--- src/rtl/hold_resampler_with_fade_in_assert.svh ---
// Assertion macros used by the frame generator of the resampler RTL.
`ifndef HOLD_RESAMPLER_WITH_FADE_IN_ASSERT_SVH
`define HOLD_RESAMPLER_WITH_FADE_IN_ASSERT_SVH

// The consequent must hold in the same cycle as the antecedent.
`define HRFI_ASSERT_IMPL(label, pre, post) \
  label: assert property (@(posedge clk_i) disable iff (!rst_ni) (pre) |-> (post)) \
    else $error("hrfi assertion failed");

// The consequent must hold in the cycle after the antecedent.
`define HRFI_ASSERT_NEXT(label, pre, post) \
  label: assert property (@(posedge clk_i) disable iff (!rst_ni) (pre) |=> (post)) \
    else $error("hrfi assertion failed");

`endif

--- src/rtl/hrfi_pkg.sv ---
// Types and constants shared by the hold resampler modules.
`default_nettype none

package hrfi_pkg;

  localparam int MAX_OUT_FRAMES = 262144;
  localparam int CNT_W          = $clog2(MAX_OUT_FRAMES + 1);

  localparam int SAMPLE_W   = 16;
  localparam int QUO_W      = 10;
  localparam int PHASE_W    = 10;
  localparam int STEP_W     = 16;
  localparam int ACC_W      = STEP_W + 1;
  localparam int ADV_W      = ACC_W - PHASE_W;
  localparam int FRAMES_W   = 6;
  localparam int SKIP_W     = 6;
  localparam int GAIN_W     = 7;
  localparam int GAIN_FULL  = 64;
  localparam int MIN_STEP   = 16;
  localparam int DIV_SHIFT  = 6;

  localparam int QUEUE_DEPTH = 2;
  localparam int QPTR_W      = $clog2(QUEUE_DEPTH);
  localparam int QCNT_W      = $clog2(QUEUE_DEPTH + 1);

  localparam int CFG_IDX_W  = 2;
  localparam int CFG_DATA_W = 16;

  localparam logic [CFG_IDX_W-1:0] REG_STEP        = 2'd0;
  localparam logic [CFG_IDX_W-1:0] REG_FADE_FRAMES = 2'd1;
  localparam logic [CFG_IDX_W-1:0] REG_RAMP_INC    = 2'd2;

  localparam logic [STEP_W-1:0]   RST_STEP        = 16'd780;
  localparam logic [FRAMES_W-1:0] RST_FADE_FRAMES = 6'd44;
  localparam logic [STEP_W-1:0]   RST_RAMP_INC    = 16'd1489;

  typedef struct packed {
    logic signed [SAMPLE_W-1:0] ch_a;
    logic signed [SAMPLE_W-1:0] ch_b;
    logic signed [QUO_W-1:0]    quo_a;
    logic signed [QUO_W-1:0]    quo_b;
    logic                       first;
    logic                       last;
    logic                       fade;
  } item_t;

  typedef struct packed {
    logic [STEP_W-1:0]   step;
    logic [FRAMES_W-1:0] fade_frames;
    logic [STEP_W-1:0]   ramp_inc;
  } cfg_t;

  typedef struct packed {
    logic valid;
    logic pop;
  } q_ctrl_t;

endpackage

`default_nettype wire

--- src/rtl/hold_resampler_with_fade_in.sv ---
// Top level of the sample-and-hold resampler with fade-in: configuration registers and the stages.
//
// Input stream: tdata carries one packed stereo word (first channel in bits 31:16, second in
// bits 15:0), tuser bit 0 starts a block, tuser bit 1 requests a fade-in for that block and
// tlast marks the final word of the block.
// Output stream: one stereo frame per transfer; tdata holds the first channel in bits 15:0 and
// the second in bits 31:16, tuser bit 0 ends the run caused by one input word, tuser bit 1 marks
// the frame that reaches the frame limit, and tlast marks the last frame of the block.
// The first frame of a word passes the input register, the queue and the output register.
// Throughput: the frame generator produces one frame per cycle while the output is not stalled,
// and a skipped word is dropped from the queue without a frame; the input register and a two-entry
// queue let words be accepted while earlier frames are still being produced.
// Configuration is to be written through the register port only while the block is idle; the
// block itself does not enforce this. Reset clears all accumulators and counters and loads the
// default step and fade settings. When the receiver stalls the output frame holds, the
// generator waits, the queue fills and the input stream is then held off.
`default_nettype none

module hold_resampler_with_fade_in
  import hrfi_pkg::*;
(
  input  wire logic                  clk_i,
  input  wire logic                  rst_ni,
  input  wire logic                  cfg_we_i,
  input  wire logic [CFG_IDX_W-1:0]  cfg_idx_i,
  input  wire logic [CFG_DATA_W-1:0] cfg_data_i,
  input  wire logic                  s_axis_tvalid_i,
  output logic                       s_axis_tready_o,
  input  wire logic [31:0]           s_axis_tdata_i,  // sample_word
  input  wire logic [1:0]            s_axis_tuser_i,  // first_of_block, fade_in
  input  wire logic                  s_axis_tlast_i,
  output logic                       m_axis_tvalid_o,
  input  wire logic                  m_axis_tready_i,
  output logic [31:0]                m_axis_tdata_o,  // first_channel, second_channel
  output logic [1:0]                 m_axis_tuser_o,  // run_end, truncated
  output logic                       m_axis_tlast_o
);

  cfg_t    cfg_q, cfg_d;
  logic    push_valid, push_ready, pop;
  item_t   push_item, head_item;
  q_ctrl_t head;

  always_comb begin
    cfg_d = cfg_q;
    if (cfg_we_i) begin
      case (cfg_idx_i)
        REG_STEP:        cfg_d.step        = cfg_data_i;
        REG_FADE_FRAMES: cfg_d.fade_frames = cfg_data_i[FRAMES_W-1:0];
        REG_RAMP_INC:    cfg_d.ramp_inc    = cfg_data_i;
        default: begin
          cfg_d = cfg_q;
        end
      endcase
    end
  end

  always_ff @(posedge clk_i or negedge rst_ni) begin
    if (!rst_ni) begin
      cfg_q.step        <= RST_STEP;
      cfg_q.fade_frames <= RST_FADE_FRAMES;
      cfg_q.ramp_inc    <= RST_RAMP_INC;
    end else begin
      cfg_q <= cfg_d;
    end
  end

  hrfi_front u_front (
    .clk_i           (clk_i),
    .rst_ni          (rst_ni),
    .s_axis_tvalid_i (s_axis_tvalid_i),
    .s_axis_tready_o (s_axis_tready_o),
    .s_axis_tdata_i  (s_axis_tdata_i),
    .s_axis_tuser_i  (s_axis_tuser_i),
    .s_axis_tlast_i  (s_axis_tlast_i),
    .push_valid_o    (push_valid),
    .push_ready_i    (push_ready),
    .push_item_o     (push_item)
  );

  hrfi_fifo u_fifo (
    .clk_i        (clk_i),
    .rst_ni       (rst_ni),
    .push_valid_i (push_valid),
    .push_ready_o (push_ready),
    .push_item_i  (push_item),
    .head_o       (head),
    .pop_i        (pop),
    .head_item_o  (head_item)
  );

  hrfi_back u_back (
    .clk_i           (clk_i),
    .rst_ni          (rst_ni),
    .cfg_i           (cfg_q),
    .head_i          (head),
    .head_item_i     (head_item),
    .pop_o           (pop),
    .m_axis_tvalid_o (m_axis_tvalid_o),
    .m_axis_tready_i (m_axis_tready_i),
    .m_axis_tdata_o  (m_axis_tdata_o),
    .m_axis_tuser_o  (m_axis_tuser_o),
    .m_axis_tlast_o  (m_axis_tlast_o)
  );

endmodule

`default_nettype wire

--- src/rtl/hrfi_front.sv ---
// Input stage: registers each word and splits and pre-divides its channels.
`default_nettype none

module hrfi_front
  import hrfi_pkg::*;
(
  input  wire logic        clk_i,
  input  wire logic        rst_ni,
  input  wire logic        s_axis_tvalid_i,
  output logic             s_axis_tready_o,
  input  wire logic [31:0] s_axis_tdata_i,
  input  wire logic [1:0]  s_axis_tuser_i,
  input  wire logic        s_axis_tlast_i,
  output logic             push_valid_o,
  input  wire logic        push_ready_i,
  output item_t            push_item_o
);

  logic  valid_q, valid_d;
  item_t item_q;
  item_t item_d;
  logic  accept;
  logic signed [SAMPLE_W-1:0] ch_a, ch_b, bias_a, bias_b;

  // Division by 64 truncating toward zero: bias negative values first.
  always_comb begin
    ch_a   = s_axis_tdata_i[31:16];
    ch_b   = s_axis_tdata_i[15:0];
    bias_a = ch_a + (ch_a[SAMPLE_W-1] ? SAMPLE_W'(63) : '0);
    bias_b = ch_b + (ch_b[SAMPLE_W-1] ? SAMPLE_W'(63) : '0);
    item_d.ch_a  = ch_a;
    item_d.ch_b  = ch_b;
    item_d.quo_a = bias_a[SAMPLE_W-1:DIV_SHIFT];
    item_d.quo_b = bias_b[SAMPLE_W-1:DIV_SHIFT];
    item_d.first = s_axis_tuser_i[0];
    item_d.fade  = s_axis_tuser_i[1];
    item_d.last  = s_axis_tlast_i;
  end

  assign s_axis_tready_o = !valid_q || push_ready_i;
  assign accept          = s_axis_tvalid_i && s_axis_tready_o;

  always_comb begin
    valid_d = valid_q;
    if (accept) begin
      valid_d = 1'b1;
    end else if (push_ready_i) begin
      valid_d = 1'b0;
    end
  end

  always_ff @(posedge clk_i or negedge rst_ni) begin
    if (!rst_ni) begin
      valid_q <= 1'b0;
    end else begin
      valid_q <= valid_d;
    end
  end

  always_ff @(posedge clk_i) begin
    if (accept) begin
      item_q <= item_d;
    end
  end

  assign push_valid_o = valid_q;
  assign push_item_o  = item_q;

endmodule

`default_nettype wire

--- src/rtl/hrfi_fifo.sv ---
// Short queue of classified words between the input stage and the frame generator.
`default_nettype none

module hrfi_fifo
  import hrfi_pkg::*;
(
  input  wire logic  clk_i,
  input  wire logic  rst_ni,
  input  wire logic  push_valid_i,
  output logic       push_ready_o,
  input  wire item_t push_item_i,
  output q_ctrl_t    head_o,
  input  wire logic  pop_i,
  output item_t      head_item_o
);

  item_t mem_q [QUEUE_DEPTH];
  logic [QPTR_W-1:0] wr_ptr_q, wr_ptr_d, rd_ptr_q, rd_ptr_d;
  logic [QCNT_W-1:0] count_q, count_d;
  logic push, pop;

  assign push_ready_o = count_q != QCNT_W'(QUEUE_DEPTH);
  assign push         = push_valid_i && push_ready_o;
  assign pop          = pop_i && (count_q != '0);

  always_comb begin
    wr_ptr_d = wr_ptr_q;
    rd_ptr_d = rd_ptr_q;
    count_d  = count_q;
    if (push) begin
      wr_ptr_d = (wr_ptr_q == QPTR_W'(QUEUE_DEPTH - 1)) ? '0 : wr_ptr_q + 1'b1;
    end
    if (pop) begin
      rd_ptr_d = (rd_ptr_q == QPTR_W'(QUEUE_DEPTH - 1)) ? '0 : rd_ptr_q + 1'b1;
    end
    if (push && !pop) begin
      count_d = count_q + 1'b1;
    end else if (pop && !push) begin
      count_d = count_q - 1'b1;
    end
  end

  always_ff @(posedge clk_i or negedge rst_ni) begin
    if (!rst_ni) begin
      wr_ptr_q <= '0;
      rd_ptr_q <= '0;
      count_q  <= '0;
    end else begin
      wr_ptr_q <= wr_ptr_d;
      rd_ptr_q <= rd_ptr_d;
      count_q  <= count_d;
    end
  end

  always_ff @(posedge clk_i) begin
    if (push) begin
      mem_q[wr_ptr_q] <= push_item_i;
    end
  end

  assign head_o.valid = count_q != '0;
  assign head_o.pop   = pop;
  assign head_item_o  = mem_q[rd_ptr_q];

endmodule

`default_nettype wire

--- src/rtl/hrfi_back.sv ---
// Frame generator: phase accumulator, skip counter, fade ramp, frame limit and output register.
`default_nettype none
`include "hold_resampler_with_fade_in_assert.svh"

module hrfi_back
  import hrfi_pkg::*;
(
  input  wire logic        clk_i,
  input  wire logic        rst_ni,
  input  wire cfg_t        cfg_i,
  input  wire q_ctrl_t     head_i,
  input  wire item_t       head_item_i,
  output logic             pop_o,
  output logic             m_axis_tvalid_o,
  input  wire logic        m_axis_tready_i,
  output logic [31:0]      m_axis_tdata_o,
  output logic [1:0]       m_axis_tuser_o,
  output logic             m_axis_tlast_o
);

  logic [PHASE_W-1:0]  phase_q, phase_d;
  logic [SKIP_W-1:0]   skip_q, skip_d;
  logic [CNT_W-1:0]    cnt_q, cnt_d;
  logic [FRAMES_W-1:0] fidx_q, fidx_d;
  logic [PHASE_W-1:0]  facc_q, facc_d;
  logic [GAIN_W-1:0]   gain_q, gain_d;
  logic                fading_q, fading_d;
  logic                limit_q, limit_d;
  logic                busy_q, busy_d;

  logic                out_valid_q, out_valid_d;
  logic [SAMPLE_W-1:0] out_a_q, out_b_q, out_a_d, out_b_d;
  logic                out_run_end_q, out_block_end_q, out_trunc_q;

  logic [PHASE_W-1:0]  eff_phase, eff_facc;
  logic [SKIP_W-1:0]   eff_skip;
  logic [CNT_W-1:0]    eff_cnt, cnt_new;
  logic [FRAMES_W-1:0] eff_fidx;
  logic [FRAMES_W:0]   fidx_next;
  logic [GAIN_W-1:0]   eff_gain, gain_new;
  logic [GAIN_W:0]     gain_sum;
  logic                eff_fading, eff_limit, start;
  logic                drop, slot_free, emit, fade_now, hit, run_done;
  logic [ACC_W-1:0]    facc_sum, acc_sum;
  logic [STEP_W-1:0]   step_eff;
  logic [ADV_W-1:0]    adv;
  logic signed [GAIN_W:0]             gain_s;
  logic signed [QUO_W+GAIN_W:0]       prod_a, prod_b;

  // A word flagged as block start sees cleared state until its first frame.
  assign start      = head_item_i.first && !busy_q;
  assign eff_phase  = start ? '0 : phase_q;
  assign eff_skip   = start ? '0 : skip_q;
  assign eff_cnt    = start ? '0 : cnt_q;
  assign eff_fidx   = start ? '0 : fidx_q;
  assign eff_facc   = start ? '0 : facc_q;
  assign eff_gain   = start ? '0 : gain_q;
  assign eff_fading = start ? head_item_i.fade : fading_q;
  assign eff_limit  = start ? 1'b0 : limit_q;

  assign drop      = head_i.valid && (eff_limit || (eff_skip != '0));
  assign slot_free = !out_valid_q || m_axis_tready_i;
  assign emit      = head_i.valid && !drop && slot_free;

  assign fade_now  = eff_fading && (eff_fidx < cfg_i.fade_frames);
  assign facc_sum  = ACC_W'(eff_facc) + ACC_W'(cfg_i.ramp_inc);
  assign gain_sum  = (GAIN_W + 1)'(eff_gain) + (GAIN_W + 1)'(facc_sum[ACC_W-1:PHASE_W]);
  assign gain_new  = (gain_sum > (GAIN_W + 1)'(GAIN_FULL)) ? GAIN_W'(GAIN_FULL)
                                                           : gain_sum[GAIN_W-1:0];
  assign gain_s    = signed'({1'b0, gain_new});
  assign prod_a    = head_item_i.quo_a * gain_s;
  assign prod_b    = head_item_i.quo_b * gain_s;
  assign fidx_next = (FRAMES_W + 1)'(eff_fidx) + 1'b1;

  assign step_eff  = (cfg_i.step < STEP_W'(MIN_STEP)) ? STEP_W'(MIN_STEP) : cfg_i.step;
  assign acc_sum   = ACC_W'(eff_phase) + ACC_W'(step_eff);
  assign adv       = acc_sum[ACC_W-1:PHASE_W];
  assign cnt_new   = eff_cnt + 1'b1;
  assign hit       = cnt_new >= CNT_W'(MAX_OUT_FRAMES);
  assign run_done  = (adv != '0) || hit;

  always_comb begin
    phase_d  = phase_q;
    skip_d   = skip_q;
    cnt_d    = cnt_q;
    fidx_d   = fidx_q;
    facc_d   = facc_q;
    gain_d   = gain_q;
    fading_d = fading_q;
    limit_d  = limit_q;
    busy_d   = busy_q;
    pop_o    = 1'b0;
    out_a_d  = head_item_i.ch_a;
    out_b_d  = head_item_i.ch_b;
    if (drop) begin
      phase_d  = eff_phase;
      cnt_d    = eff_cnt;
      fidx_d   = eff_fidx;
      facc_d   = eff_facc;
      gain_d   = eff_gain;
      fading_d = eff_fading;
      limit_d  = eff_limit;
      skip_d   = eff_limit ? eff_skip : eff_skip - 1'b1;
      busy_d   = 1'b0;
      pop_o    = 1'b1;
    end else if (emit) begin
      phase_d = acc_sum[PHASE_W-1:0];
      cnt_d   = cnt_new;
      limit_d = hit;
      skip_d  = (adv != '0) ? SKIP_W'(adv - 1'b1) : '0;
      if (fade_now) begin
        facc_d   = facc_sum[PHASE_W-1:0];
        gain_d   = gain_new;
        fidx_d   = fidx_next[FRAMES_W-1:0];
        fading_d = fidx_next < (FRAMES_W + 1)'(cfg_i.fade_frames);
        out_a_d  = prod_a[SAMPLE_W-1:0];
        out_b_d  = prod_b[SAMPLE_W-1:0];
      end else begin
        facc_d   = eff_facc;
        gain_d   = eff_gain;
        fidx_d   = eff_fidx;
        fading_d = 1'b0;
      end
      busy_d = !run_done;
      pop_o  = run_done;
    end
  end

  always_comb begin
    out_valid_d = out_valid_q;
    if (emit) begin
      out_valid_d = 1'b1;
    end else if (m_axis_tready_i) begin
      out_valid_d = 1'b0;
    end
  end

  always_ff @(posedge clk_i or negedge rst_ni) begin
    if (!rst_ni) begin
      phase_q     <= '0;
      skip_q      <= '0;
      cnt_q       <= '0;
      fidx_q      <= '0;
      facc_q      <= '0;
      gain_q      <= '0;
      fading_q    <= 1'b0;
      limit_q     <= 1'b0;
      busy_q      <= 1'b0;
      out_valid_q <= 1'b0;
    end else begin
      phase_q     <= phase_d;
      skip_q      <= skip_d;
      cnt_q       <= cnt_d;
      fidx_q      <= fidx_d;
      facc_q      <= facc_d;
      gain_q      <= gain_d;
      fading_q    <= fading_d;
      limit_q     <= limit_d;
      busy_q      <= busy_d;
      out_valid_q <= out_valid_d;
    end
  end

  always_ff @(posedge clk_i) begin
    if (emit) begin
      out_a_q         <= out_a_d;
      out_b_q         <= out_b_d;
      out_run_end_q   <= run_done;
      out_block_end_q <= hit || ((adv != '0) && head_item_i.last);
      out_trunc_q     <= hit;
    end
  end

  assign m_axis_tvalid_o = out_valid_q;
  assign m_axis_tdata_o  = {out_b_q, out_a_q};
  assign m_axis_tuser_o  = {out_trunc_q, out_run_end_q};
  assign m_axis_tlast_o  = out_block_end_q;

  `HRFI_ASSERT_IMPL(a_gain_capped, 1'b1, gain_q <= GAIN_W'(GAIN_FULL))
  `HRFI_ASSERT_IMPL(a_limit_count, limit_q, cnt_q == CNT_W'(MAX_OUT_FRAMES))
  `HRFI_ASSERT_IMPL(a_busy_head, busy_q, head_i.valid)
  `HRFI_ASSERT_IMPL(a_trunc_ends, out_valid_q && out_trunc_q, out_block_end_q && out_run_end_q)
  `HRFI_ASSERT_NEXT(a_run_holds, emit && !run_done, busy_q && !out_run_end_q)

endmodule

`default_nettype wire
--- config.mk ---
export PLATFORM = sky130hd
export DESIGN_NAME = hold_resampler_with_fade_in
export DESIGN_NICKNAME = d
export VERILOG_FILES = /design/src/rtl/hrfi_pkg.sv /design/src/rtl/hold_resampler_with_fade_in.sv /design/src/rtl/hrfi_front.sv /design/src/rtl/hrfi_fifo.sv /design/src/rtl/hrfi_back.sv
export VERILOG_INCLUDE_DIRS = /design/src /design/src/rtl
export SDC_FILE = /design/constraint.sdc
export NUM_CORES = 1
export LEC_CHECK = 0
export BUFFER_PORTS_ARGS = -buffer_cell sky130_fd_sc_hd__buf_2
export CORE_MARGIN = 2
export CORE_UTILIZATION = 45
export CTS_BUF_LIST = sky130_fd_sc_hd__clkbuf_2
export DETAILED_ROUTE_END_ITERATION = 10
export HOLD_SLACK_MARGIN = 0.02
export PLACE_DENSITY = 0.61
export SYNTH_ARGS = -nofsm -noshare
export SYNTH_HDL_FRONTEND = slang
export SYNTH_HIERARCHICAL = 1
export SYNTH_SLANG_ARGS = --single-unit
export TNS_END_PERCENT = 5
--- constraint.sdc ---
create_clock -name clk_i -period 21.6 [get_ports clk_i]
set_input_delay 2.16 -clock clk_i [delete_from_list [all_inputs] [get_ports clk_i]]
set_output_delay 2.16 -clock clk_i [all_outputs]
set_load 0.02 [all_outputs]
==> results of run 1 <==
metal layers:
metal | track usage [%] | share of wire (%) | up-vias
met5 | 0 | 0 | -
met4 | 6.41 | 2.0 | 0
met3 | 4.51 | 5.3 | 70
met2 | 28.2 | 45 | 291
met1 | 26.4 | 48 | 6364
li1 | - | - | 6329
layout by cell type (no fill, tap or decap), drive strengths merged, types with 19 or more instances in the layout:
cell,n
xnor2,63
xor2,36
mux2,105
nand3,23
ha,116
a21o,24
inv,192
clkbuf,120
nand2,115
clkinv,23
nor2,99
edfxtp,200
a21oi,48
o21ai,83
and2,108
nand2b,29
dfrtp,92
or2,30
fa,105
buf,113
a22o,19
metrics by stage:
stage          util, %  instance area, um^2  instances  worst slack [ns]
6_report          50.0                21700       2531             10.55
5_1_grt           50.0                21700       2530              9.90
4_1_cts           50.0                21700       2526             10.54
3_5_place_dp      48.2                20900       2377             10.69
3_3_place_gp      48.2                20900       2377             10.90
2_1_floorplan        -                19900       1741             11.12
registers in the layout (all words and copies together) (netlist names), 7 cells and up:
name,flops
u_back/out_b_q,16
u_back/gain_q,7
u_back/facc_q,10
u_back/cnt_q,19
u_back/phase_q,10
cfg_q,38
u_front/push_item_o,55
u_fifo/mem_q,110
u_back/out_a_q,16
worst max-delay path by stage:
stage,end,slack (ns)
CTS,u_back/out_b_q[15]$_DFFE_PP_,10.54
detailed placement,u_back/out_b_q[15]$_DFFE_PP_,10.69
finish,u_back/out_b_q[15]$_DFFE_PP_,10.55
global placement,u_back/out_b_q[15]$_DFFE_PP_,10.90
global route,u_back/out_b_q[15]$_DFFE_PP_,9.90
floorplan,u_back/out_b_q[15]$_DFFE_PP_,11.12
layout make-up:
class / count / area [um^2]
Fill cell: 3927 / 21700
Multi-Input combinational cell: 1185 / 10200
Sequential cell: 305 / 8650
Tap cell: 585 / 732
Inverter: 189 / 709
Timing Repair Buffer: 113 / 616
Clock buffer: 120 / 601
Clock inverter: 29 / 158
Antenna cell: 5 / 12.5
==> summary.txt, run 1 <==
Global route
  – Initial antenna violation count: 3
  – Vias in the first global route: 13,200
  – First-pass GRT wire length: roughly 70,000 um
  – Gr ovfl total: 0
  – Largest net degree at the start of global routing: 70
  – Overall Global Routing Usage: 18.7%

Critical path
  – Critical Path AT: 11.77 ns
  – CP max FO: 60
  – Setup slack, reg-to-reg: about 11 ns
  – Worst path slowest cell: dfrtp_4
  – WP buf/inv: 5
  – Reg2reg end: u_back/out_b_q[15]$_DFFE_PP_
  – Type of origin of the critical path: flop
  – RR Startpoint: u_fifo/rd_ptr_q$_DFFE_PN0P_
  – Crit path launch: u_fifo/rd_ptr_q$_DFFE_PN0P_
  – Worst EP required: 22.31 ns
  – CP max stage delay: 0.58 ns
  – Cell depth of the worst flop-to-flop path: 37
  – Most frequent CP cell: fa_1
  – CP delay by family, top: adder cells
  – CP Class: reg2reg
  – Stages on the worst setup path: 37
  – Critical Path Sink Type: flop

Synthesis
  – Syn Inst Count: 1,741
  – Syn Nets: 2,020
  – Syn Std Cell Area: 19,900 um^2
  – Mapped Avg Cell Area: about 11 um^2
  – Synth Warn #: 6

Placement
  – Dpl hpwl: 29,700 um
  – Placer congestion estimate: between 0.8 and 0.9
  – Port bufs: 94

Routing
  – DRT Wirelength: around 42,000 um
  – DRT Pass-1 Iters: 5
  – 1st-iter DRT viols: 716
  – Via/cell ratio: just over 5
  – Vias: approximately 13,000
  – DRC: 0
  – Antenna viol nets, final: 0
  – Routed WL per cell: 16.5 um

Final layout
  – Nets: approximately 2,200
  – Layout cells sized above 1: about 22%
  – Area growth, synth to finish: 9.21%

STA
  – Skew final: between 0.1 and 0.15 ns
  – Final min period: between 10 and 15 ns
  – Fin. Hold Viols: 0
  – Final period utilization: 51.2%
  – Slew Limit Fails: 0
  – Hold slack: 0.412 ns
  – Slew @ Worst Pin: 1.08 ns
  – FMAX: 90.5 MHz
  – Setup TNS: 0 ns
  – Endpoints failing setup: 0
  – Slew HR: roughly 28%
  – RSZ-0062 raised after global routing: false

Min path
  – Hold EP: u_fifo/mem_q[1][38]$_DFFE_PP_
  – Worst hold path depth: 0
  – Hold path start: u_front/push_item_o[38]$_DFFE_PP_
  – Min-delay worst type: reg2reg

Clock network
  – Clk buf depth: 3
  – Post-CTS Setup Repair Bufs: 0
  – Total clock sinks: a little over 300
  – Clock root cell: clkbuf_2
  – TritonCTS clock tree: built
  – Htree depth: 3
  – CTS resizes: 0
  – Post-CTS Hold Buffers: 0
  – TritonCTS Buffers: 86
  – Clock slew at the register clock pins of the worst setup and hold paths: roughly 0.1 ns
  – Clock Latency Late Sink: 1.06 ns

Floorplanning
  – I/O Pins: 95
  – Placeable Area: 43,400 um^2
  – Die W: 214 um
  – Placement row count: 76
  – Initial Util: 45.8%
  – Die ar.: 45,800 um^2
  – Die span in y: 214 um

Flow run
  – Max_cap viols: 0

Status
  – Status: complete, no violations
Power of run 1 is not shown: default switching activity piles up to over one toggle a cycle in this logic, so the estimate is an artifact.
==> inputs of run 2 (changes only) <==
Settings changed: ABC_AREA set to 1, PLACE_DENSITY 0.61 to 0.64.
Clock period 21.6 ns to 9.4 ns, I/O delays scaled along.
==> run 2 against run 1 <==
- setup slack lost 9.8 ns
- first-iteration DRC count grew 41%
- cell count grew 26%
- flip-flop and latch count is the same
==> summary.txt, run 2 <==
Floorplanning
  – Placeable Area: 45,300 um^2 (+4.4%)
  – Die ar.: 47,500 um^2 (+3.7%)
  – I/O Pins: 95 (unchanged)
  – Die W: 218 um (+1.9%)
  – Initial Util: 45.5% (-0.27 points)
  – Placement row count: 78 (+2.6%)
  – Die span in y: 218 um (+1.9%)

Final layout
  – Most common cell after layout, fill and taps aside: nand2_1
  – Layout cells sized above 1: 11.3% (-11 points)
  – Max reg flops: 110 (unchanged)
  – Most flops, register: u_fifo/mem_q
  – Area growth, synth to finish: 9.50%
  – Commonest non-fill, non-tap cells in the layout: nand2_1 (659), inv_1 (383), nor2_1 (248), edfxtp_1 (200), ha_1 (116)
  – Nets: 2,814 (+30%)
  – Finished Core Util: 49.9% (-0.16 points)
  – FF+latch area: 8650 um^2 (about the same)
  – Multi-input logic area: 10,100 um^2 (-1.1%)
  – Fill count: 4,343 (+11%)

Routing
  – DRC: 0 (unchanged)
  – Routed WL per cell: 15.1 um (-8.5%)
  – DRT Pass-1 Iters: 6 (+1)
  – Via/cell ratio: 5.03 (-2.5%)
  – DRT Wirelength: 48,200 um (+16%)
  – Antenna viol nets, final: 0 (unchanged)
  – 1st-iter DRT viols: 1,006 (+41%)
  – Vias: 16,100 (+23%)

Critical path
  – Critical Path AT: 9.38 ns (-2.39 ns)
  – Most frequent CP cell: nand2_1
  – CP Class: reg2reg
  – Type of origin of the critical path: flop
  – Cell depth of the worst flop-to-flop path: 43 (+16%)
  – Worst path slowest cell: fa_1
  – CP max stage delay: 0.54 ns (-0.04 ns)
  – Setup slack, reg-to-reg: 0.78 ns (-9.77 ns)
  – Critical Path Sink Type: flop
  – CP max FO: 13 (-78%)
  – Worst EP required: 10.16 ns (-12.15 ns)
  – Reg2reg end: u_back/out_b_q[12]$_DFFE_PP_
  – RR Startpoint: u_fifo/rd_ptr_q$_DFFE_PN0P_
  – CP endpoint: u_back/out_b_q[12]$_DFFE_PP_
  – Crit path launch: u_fifo/rd_ptr_q$_DFFE_PN0P_

STA
  – Fin. Hold Viols: 0 (unchanged)
  – Fin worst setup slack: 0.776 ns (-9.77 ns)
  – Final period utilization: 91.7% (+41 points)
  – Slew HR: 31.2% (+3.6 points)
  – Skew final: 0.0632 ns (-0.0404 ns)
  – Hold slack: 0.167 ns (-0.245 ns)
  – Slew @ Worst Pin: 1.03 ns (-0.0544 ns)
  – Setup TNS: 0 ns (unchanged)
  – FMAX: 116 MHz (+28%)
  – RSZ-0062 raised after global routing: false
  – Final min period: 8.62 ns (-2.43 ns)
  – Slew Limit Fails: 0 (unchanged)
  – Endpoints failing setup: 0 (unchanged)

Placement
  – Port bufs: 94 (unchanged)
  – Dpl hpwl: 34,500 um (+16%)
  – Post-place setup slack: 0.773 ns (-9.92 ns)
  – Placer congestion estimate: 0.927 (+8.5%)

Clock network
  – Clk buf depth: 3 (unchanged)
  – Clock slew at the register clock pins of the worst setup and hold paths: 0.10 ns (about the same)
  – TritonCTS clock tree: built
  – Clock Latency Late Sink: 1.04 ns (-0.02 ns)
  – TritonCTS Buffers: 83 (-3.5%)
  – Clock root cell: clkbuf_2
  – Total clock sinks: 305 (unchanged)
  – Htree depth: 3 (unchanged)

Status
  – Status: complete, no violations

Synthesis
  – Syn Std Cell Area: 20,600 um^2 (+3.8%)
  – Syn Inst Count: 2,391 (+37%)
  – Mapped Avg Cell Area: 8.62 um^2 (-24%)
  – Syn Nets: 2,670 (+32%)
  – Synth Warn #: 6 (unchanged)

Global route
  – Initial antenna violation count: 2 (-1)
  – Overall Global Routing Usage: 21.1% (+2.5 points)
  – Vias in the first global route: 16,200 (+23%)
  – Gr ovfl total: 0 (unchanged)
  – Largest net degree at the start of global routing: 62 (-11%)
  – First-pass GRT wire length: 79,600 um (+16%)

Flow run
  – Max_cap viols: 0 (unchanged)

Min path
  – Min-delay worst type: in2reg
==> run 2: cell count changes in the layout (fill, tap and decap cells not counted), sizes merged, moves of 29 or more <==
cell,change
xnor2,-33
and2,-106
nor2,+161
inv,+201
nand2,+553
nand2b,-29
nand3,+96
mux2,-105
==> run 2: worst min path at each step <==
stage | startpoint | endpoint | depth (start not counted)
finish | s_axis_tdata_i[29] | u_front/push_item_o[52]$_DFFE_PP_ | 1
global route | s_axis_tdata_i[29] | u_front/push_item_o[52]$_DFFE_PP_ | 1
CTS | s_axis_tdata_i[29] | u_front/push_item_o[52]$_DFFE_PP_ | 1
detailed placement | u_front/push_item_o[40]$_DFFE_PP_ | u_fifo/mem_q[0][40]$_DFFE_PP_ | 0
global placement | u_front/push_item_o[42]$_DFFE_PP_ | u_fifo/mem_q[0][42]$_DFFE_PP_ | 0
floorplan | u_front/push_item_o[0]$_DFFE_PP_ | u_fifo/mem_q[0][0]$_DFFE_PP_ | 0
==> run 2: area by class of cell <==
cell class	count	share of cell area (%)
Timing Repair Buffer	127	3.44
Inverter	394	6.58
Tap cell	600	3.33
Multi-Input combinational cell	1624	44.7
Clock buffer	114	2.53
Clock inverter	31	1.07
Sequential cell	305	38.3
Antenna cell	4	0.0443
==> run 2: stage by stage <==
stage          cell area [um^2]  instances
2_1_floorplan             20600       2391
3_5_place_dp              21500       3027
4_1_cts                   22500       3193
5_1_grt                   22600       3199
6_report                  22600       3199
3_3_place_gp              21500       3027
==> run 2: critical path, delay by kind of cell (launching register included) <==
family,cells,cell delay [ns]
AO/OA/AOI/OAI,7,1.15
XOR/XNOR,1,0.10
adder cells (fa/ha/maj),9,3.57
buffers and inverters,6,0.76
flip-flops,1,0.44
AND/OR/NAND/NOR,20,2.33
==> run 2: what timing repair did <==
| item | 4_1_cts | 5_1_grt |
|---|---|---|
| endpoints found under the hold margin | 64 | 0 |
| gates resized for setup | 0 | 2 |
| setup endpoints to repair | 0 | 2 |
| buffers inserted | 0 | 2 |
| hold buffers | 21 | 0 |
==> run 2: per-layer routing <==
layer / GRT usage (%) / vias up / wire length, um
li1: - / 7947 / -
met1: 26.8 / 7666 / 21100
met2: 35.8 / 405 / 23600
met3: 4.09 / 76 / 2480
met4: 7.85 / 0 / 1040
met5: 0 / - / 0
Power of run 2 is left out for the same reason.
==> inputs of run 3 (changes only) <==
Settings changed: SYNTH_HIERARCHICAL 1 to not set.
==> run 3 against run 2 <==
- critical path depth unchanged
- register-to-register slack worse by 0.12 ns
- die area down 3.5%
- clock skew rose by 0.021 ns
- maximum frequency decreased by 1.4%
- global-route usage fell by 0.20 points
- synthesized cell count decreased by 7.2%
- final area decreased by 2.8%
- sequential share of layout area rose by 1.1 points
- clock-buffer cell count stayed put
- via count fell by 6.8%
==> summary.txt, run 3 <==
Global route
  – Vias in the first global route: 15,300 (-5.6%)
  – Initial antenna violation count: 2 (unchanged)
  – Gr ovfl total: 0 (unchanged)
  – Overall Global Routing Usage: 20.9% (-0.20 points)
  – First-pass GRT wire length: 77,100 um (-3.2%)
  – Largest net degree at the start of global routing: 74 (+19%)

Critical path
  – Crit path launch: u_fifo.rd_ptr_q$_DFFE_PN0P_
  – Worst EP required: 10.10 ns (-0.06 ns)
  – Type of origin of the critical path: flop
  – CP max FO: 18 (+5)
  – Worst path slowest cell: fa_1
  – Reg2reg end: u_back.out_b_q[12]$_DFFE_PP_
  – CP Class: reg2reg
  – CP delay by family, top: adder cells
  – WP buf/inv: 8 (+2)
  – Cell depth of the worst flop-to-flop path: 43 (unchanged)
  – Critical Path AT: 9.44 ns (+0.06 ns)
  – Most frequent CP cell: nand2_1
  – CP max stage delay: 0.54 ns (about the same)
  – Critical Path Sink Type: flop
  – RR Startpoint: u_fifo.rd_ptr_q$_DFFE_PN0P_
  – Setup slack, reg-to-reg: 0.65 ns (-0.12 ns)

Routing
  – WL met3: 2060 um (-17%)
  – DRC: 0 (unchanged)
  – 1st-iter DRT viols: 867 (-14%)
  – Routed wl met2: 22,800 um (-3.3%)
  – Met1 wire length: 20,800 um (-1.5%)
  – Via/cell ratio: 4.96 (-1.4%)
  – DRT Pass-1 Iters: 5 (-1)
  – Vias: 15,000 (-6.8%)
  – Highest routed layer: met4
  – Antenna viol nets, final: 0 (unchanged)
  – Routed WL per cell: 15.5 um (+2.7%)
  – DRT Wirelength: 46,800 um (-2.9%)

Synthesis
  – Top post-synthesis cells by area: edfxtp_1 (30%), dfrtp_1 (12%), fa_1 (11%), nand2_1 (8.8%), ha_1 (7.3%)
  – Number of synthesized flops with an enable pin: 200
  – Seq/Total Area, Yosys: 43.5%
  – Ys async rst share: about a third
  – Synth Warn #: 0 (-6)
  – Cell variety after synth: 47
  – Yosys reg bits: about 300
  – Syn Inst Count: 2,218 (-7.2%)
  – Most frequent cell after synthesis: nand2_1
  – Yosys top cell area share: between 30% and 40%
  – Syn Std Cell Area: 19,900 um^2 (-3.5%)
  – Mapped Avg Cell Area: 8.97 um^2 (+4.0%)
  – Syn Nets: 2,497 (-6.5%)
  – Synth Flop Type: edfxtp_1
  – Post-synth top cells: nand2_1 (466), inv_1 (383), nor2_1 (260), edfxtp_1 (200), ha_1 (116)
  – Synth area leader: edfxtp_1

Floorplanning
  – I/O Pins: 95 (unchanged)
  – Die W: 214 um (-1.7%)
  – Placeable Area: 43,900 um^2 (-3.0%)
  – Die ar.: 45,900 um^2 (-3.5%)
  – Initial Util: 45.3% (-0.25 points)
  – Placement row count: 77 (-1.3%)
  – Die span in y: 214 um (-1.7%)

STA
  – Final min period: 8.75 ns (+0.122 ns)
  – Final period utilization: 93.0% (+1.3 points)
  – Fin. Hold Viols: 0 (unchanged)
  – Slew HR: 26.0% (-5.3 points)
  – Slew @ Worst Pin: 1.11 ns (+0.0798 ns)
  – Endpoints failing setup: 0 (unchanged)
  – Slew Limit Fails: 0 (unchanged)
  – Skew final: 0.0839 ns (+0.0208 ns)
  – Setup TNS: 0 ns (unchanged)
  – RSZ-0062 raised after global routing: false
  – FMAX: 114 MHz (-1.4%)

Final layout
  – Cell area after layout: 21,900 um^2 (-2.8%)
  – FF+latch area: 8650 um^2 (unchanged)
  – Commonest non-fill, non-tap cells in the layout: nand2_1 (462), inv_1 (381), nor2_1 (255), edfxtp_1 (200), ha_1 (116)
  – Multi-input logic area: 9520 um^2 (-5.7%)
  – Area growth, synth to finish: 10.3%
  – Layout cells sized above 1: 12.1% (+0.89 points)
  – Max reg flops: 110 (unchanged)
  – Most flops, register: u_fifo.mem_q
  – Fill count: 4,201 (-3.3%)
  – Most common cell after layout, fill and taps aside: nand2_1
  – Nets: 2,651 (-5.8%)

Clock network
  – TritonCTS Buffers: 81 (-2.4%)
  – Clock slew at the register clock pins of the worst setup and hold paths: 0.10 ns (about the same)
  – Clock Latency Late Sink: 1.04 ns (about the same)
  – Clk buf depth: 3 (unchanged)
  – Clock root cell: clkbuf_2
  – Htree depth: 3 (unchanged)
  – Total clock sinks: 305 (unchanged)
  – TritonCTS clock tree: built

Placement
  – Placer congestion estimate: 0.922 (-0.51%)
  – Port bufs: 94 (unchanged)
  – Cell Area, Placed: 20,900 um^2 (-2.8%)
  – Dpl hpwl: 33,500 um (-2.8%)

Min path
  – Worst hold path depth: 3 (+2)
  – Hold path start: cfg_data_i[8]
  – Hold EP: cfg_q[30]$_DFFE_PN1P_
  – Min-delay worst type: in2reg

Flow run
  – Max_cap viols: 0 (unchanged)

Status
  – Status: complete, no violations
[run 3: worst max-delay path by stage]
stage                                              end  slack, ns  depth (start not counted)
after floorplan           u_back.out_b_q[15]$_DFFE_PP_       1.05                         44
after global placement    u_back.out_a_q[13]$_DFFE_PP_       0.78                         43
after detailed placement  u_back.out_b_q[13]$_DFFE_PP_       0.37                         41
after CTS                 u_back.out_b_q[13]$_DFFE_PP_       0.35                         41
after global routing      u_back.out_b_q[15]$_DFFE_PP_       0.01                         41
final                     u_back.out_b_q[12]$_DFFE_PP_       0.65                         43
[run 3: routing by layer]
layer  vias to the layer above  track usage [%]
met1                      7159             26.5
met3                        76             4.10
met4                         0             7.59
met2                       308             35.7
li1                       7451                -
met5                         -                0
[run 3: cell type report]
cell class / instances / share of cell area (%)
sequential: 305 / 39.4
multi-input combinational: 1461 / 43.4
tap: 592 / 3.38
clock inverter: 27 / 0.644
timing repair buffer: 136 / 3.91
antenna: 2 / 0.0228
inverter: 387 / 6.64
clock buffer: 114 / 2.60
[run 3: repair_timing]
item                                    4_1_cts  5_1_grt
hold buffers                                 28        0
endpoints found under the setup margin        0       16
resized for setup                             0       12
buffers inserted                              0        0
hold endpoints to repair                     78        0
[run 3: stage by stage]
stage	utilization [%]	setup slack, ns	hold slack (ns)	instances
after detailed placement	47.6	0.370	0.430	2853
after global routing	50.0	0.0135	0.0639	3024
after floorplan	-	1.05	0.421	2218
after global placement	47.6	0.776	0.422	2853
final	50.0	0.655	0.163	3024
after CTS	49.9	0.352	0.0221	3022
[run 3: logic make-up (layout without fill, tap and decap cells)]
group | after synthesis | after routing | synth area share (%)
xor+xnor | 83 | 83 | 3.65
simple gates | 879 | 879 | 18.2
compound gates | 270 | 270 | 7.55
buf+inv | 452 | 664 | 8.91
mux | 8 | 8 | 0.403
flops | 305 | 305 | 43.5
other cells | 0 | 2 | 0
fa+ha+maj | 221 | 221 | 17.9
[run 3: tightest hold or removal path, cell delays in order]
cell,delay [ns]
buf_2,0.09
inv_1,0.08
o21ai_0,0.09
Power of run 3 is left out for the same reason.
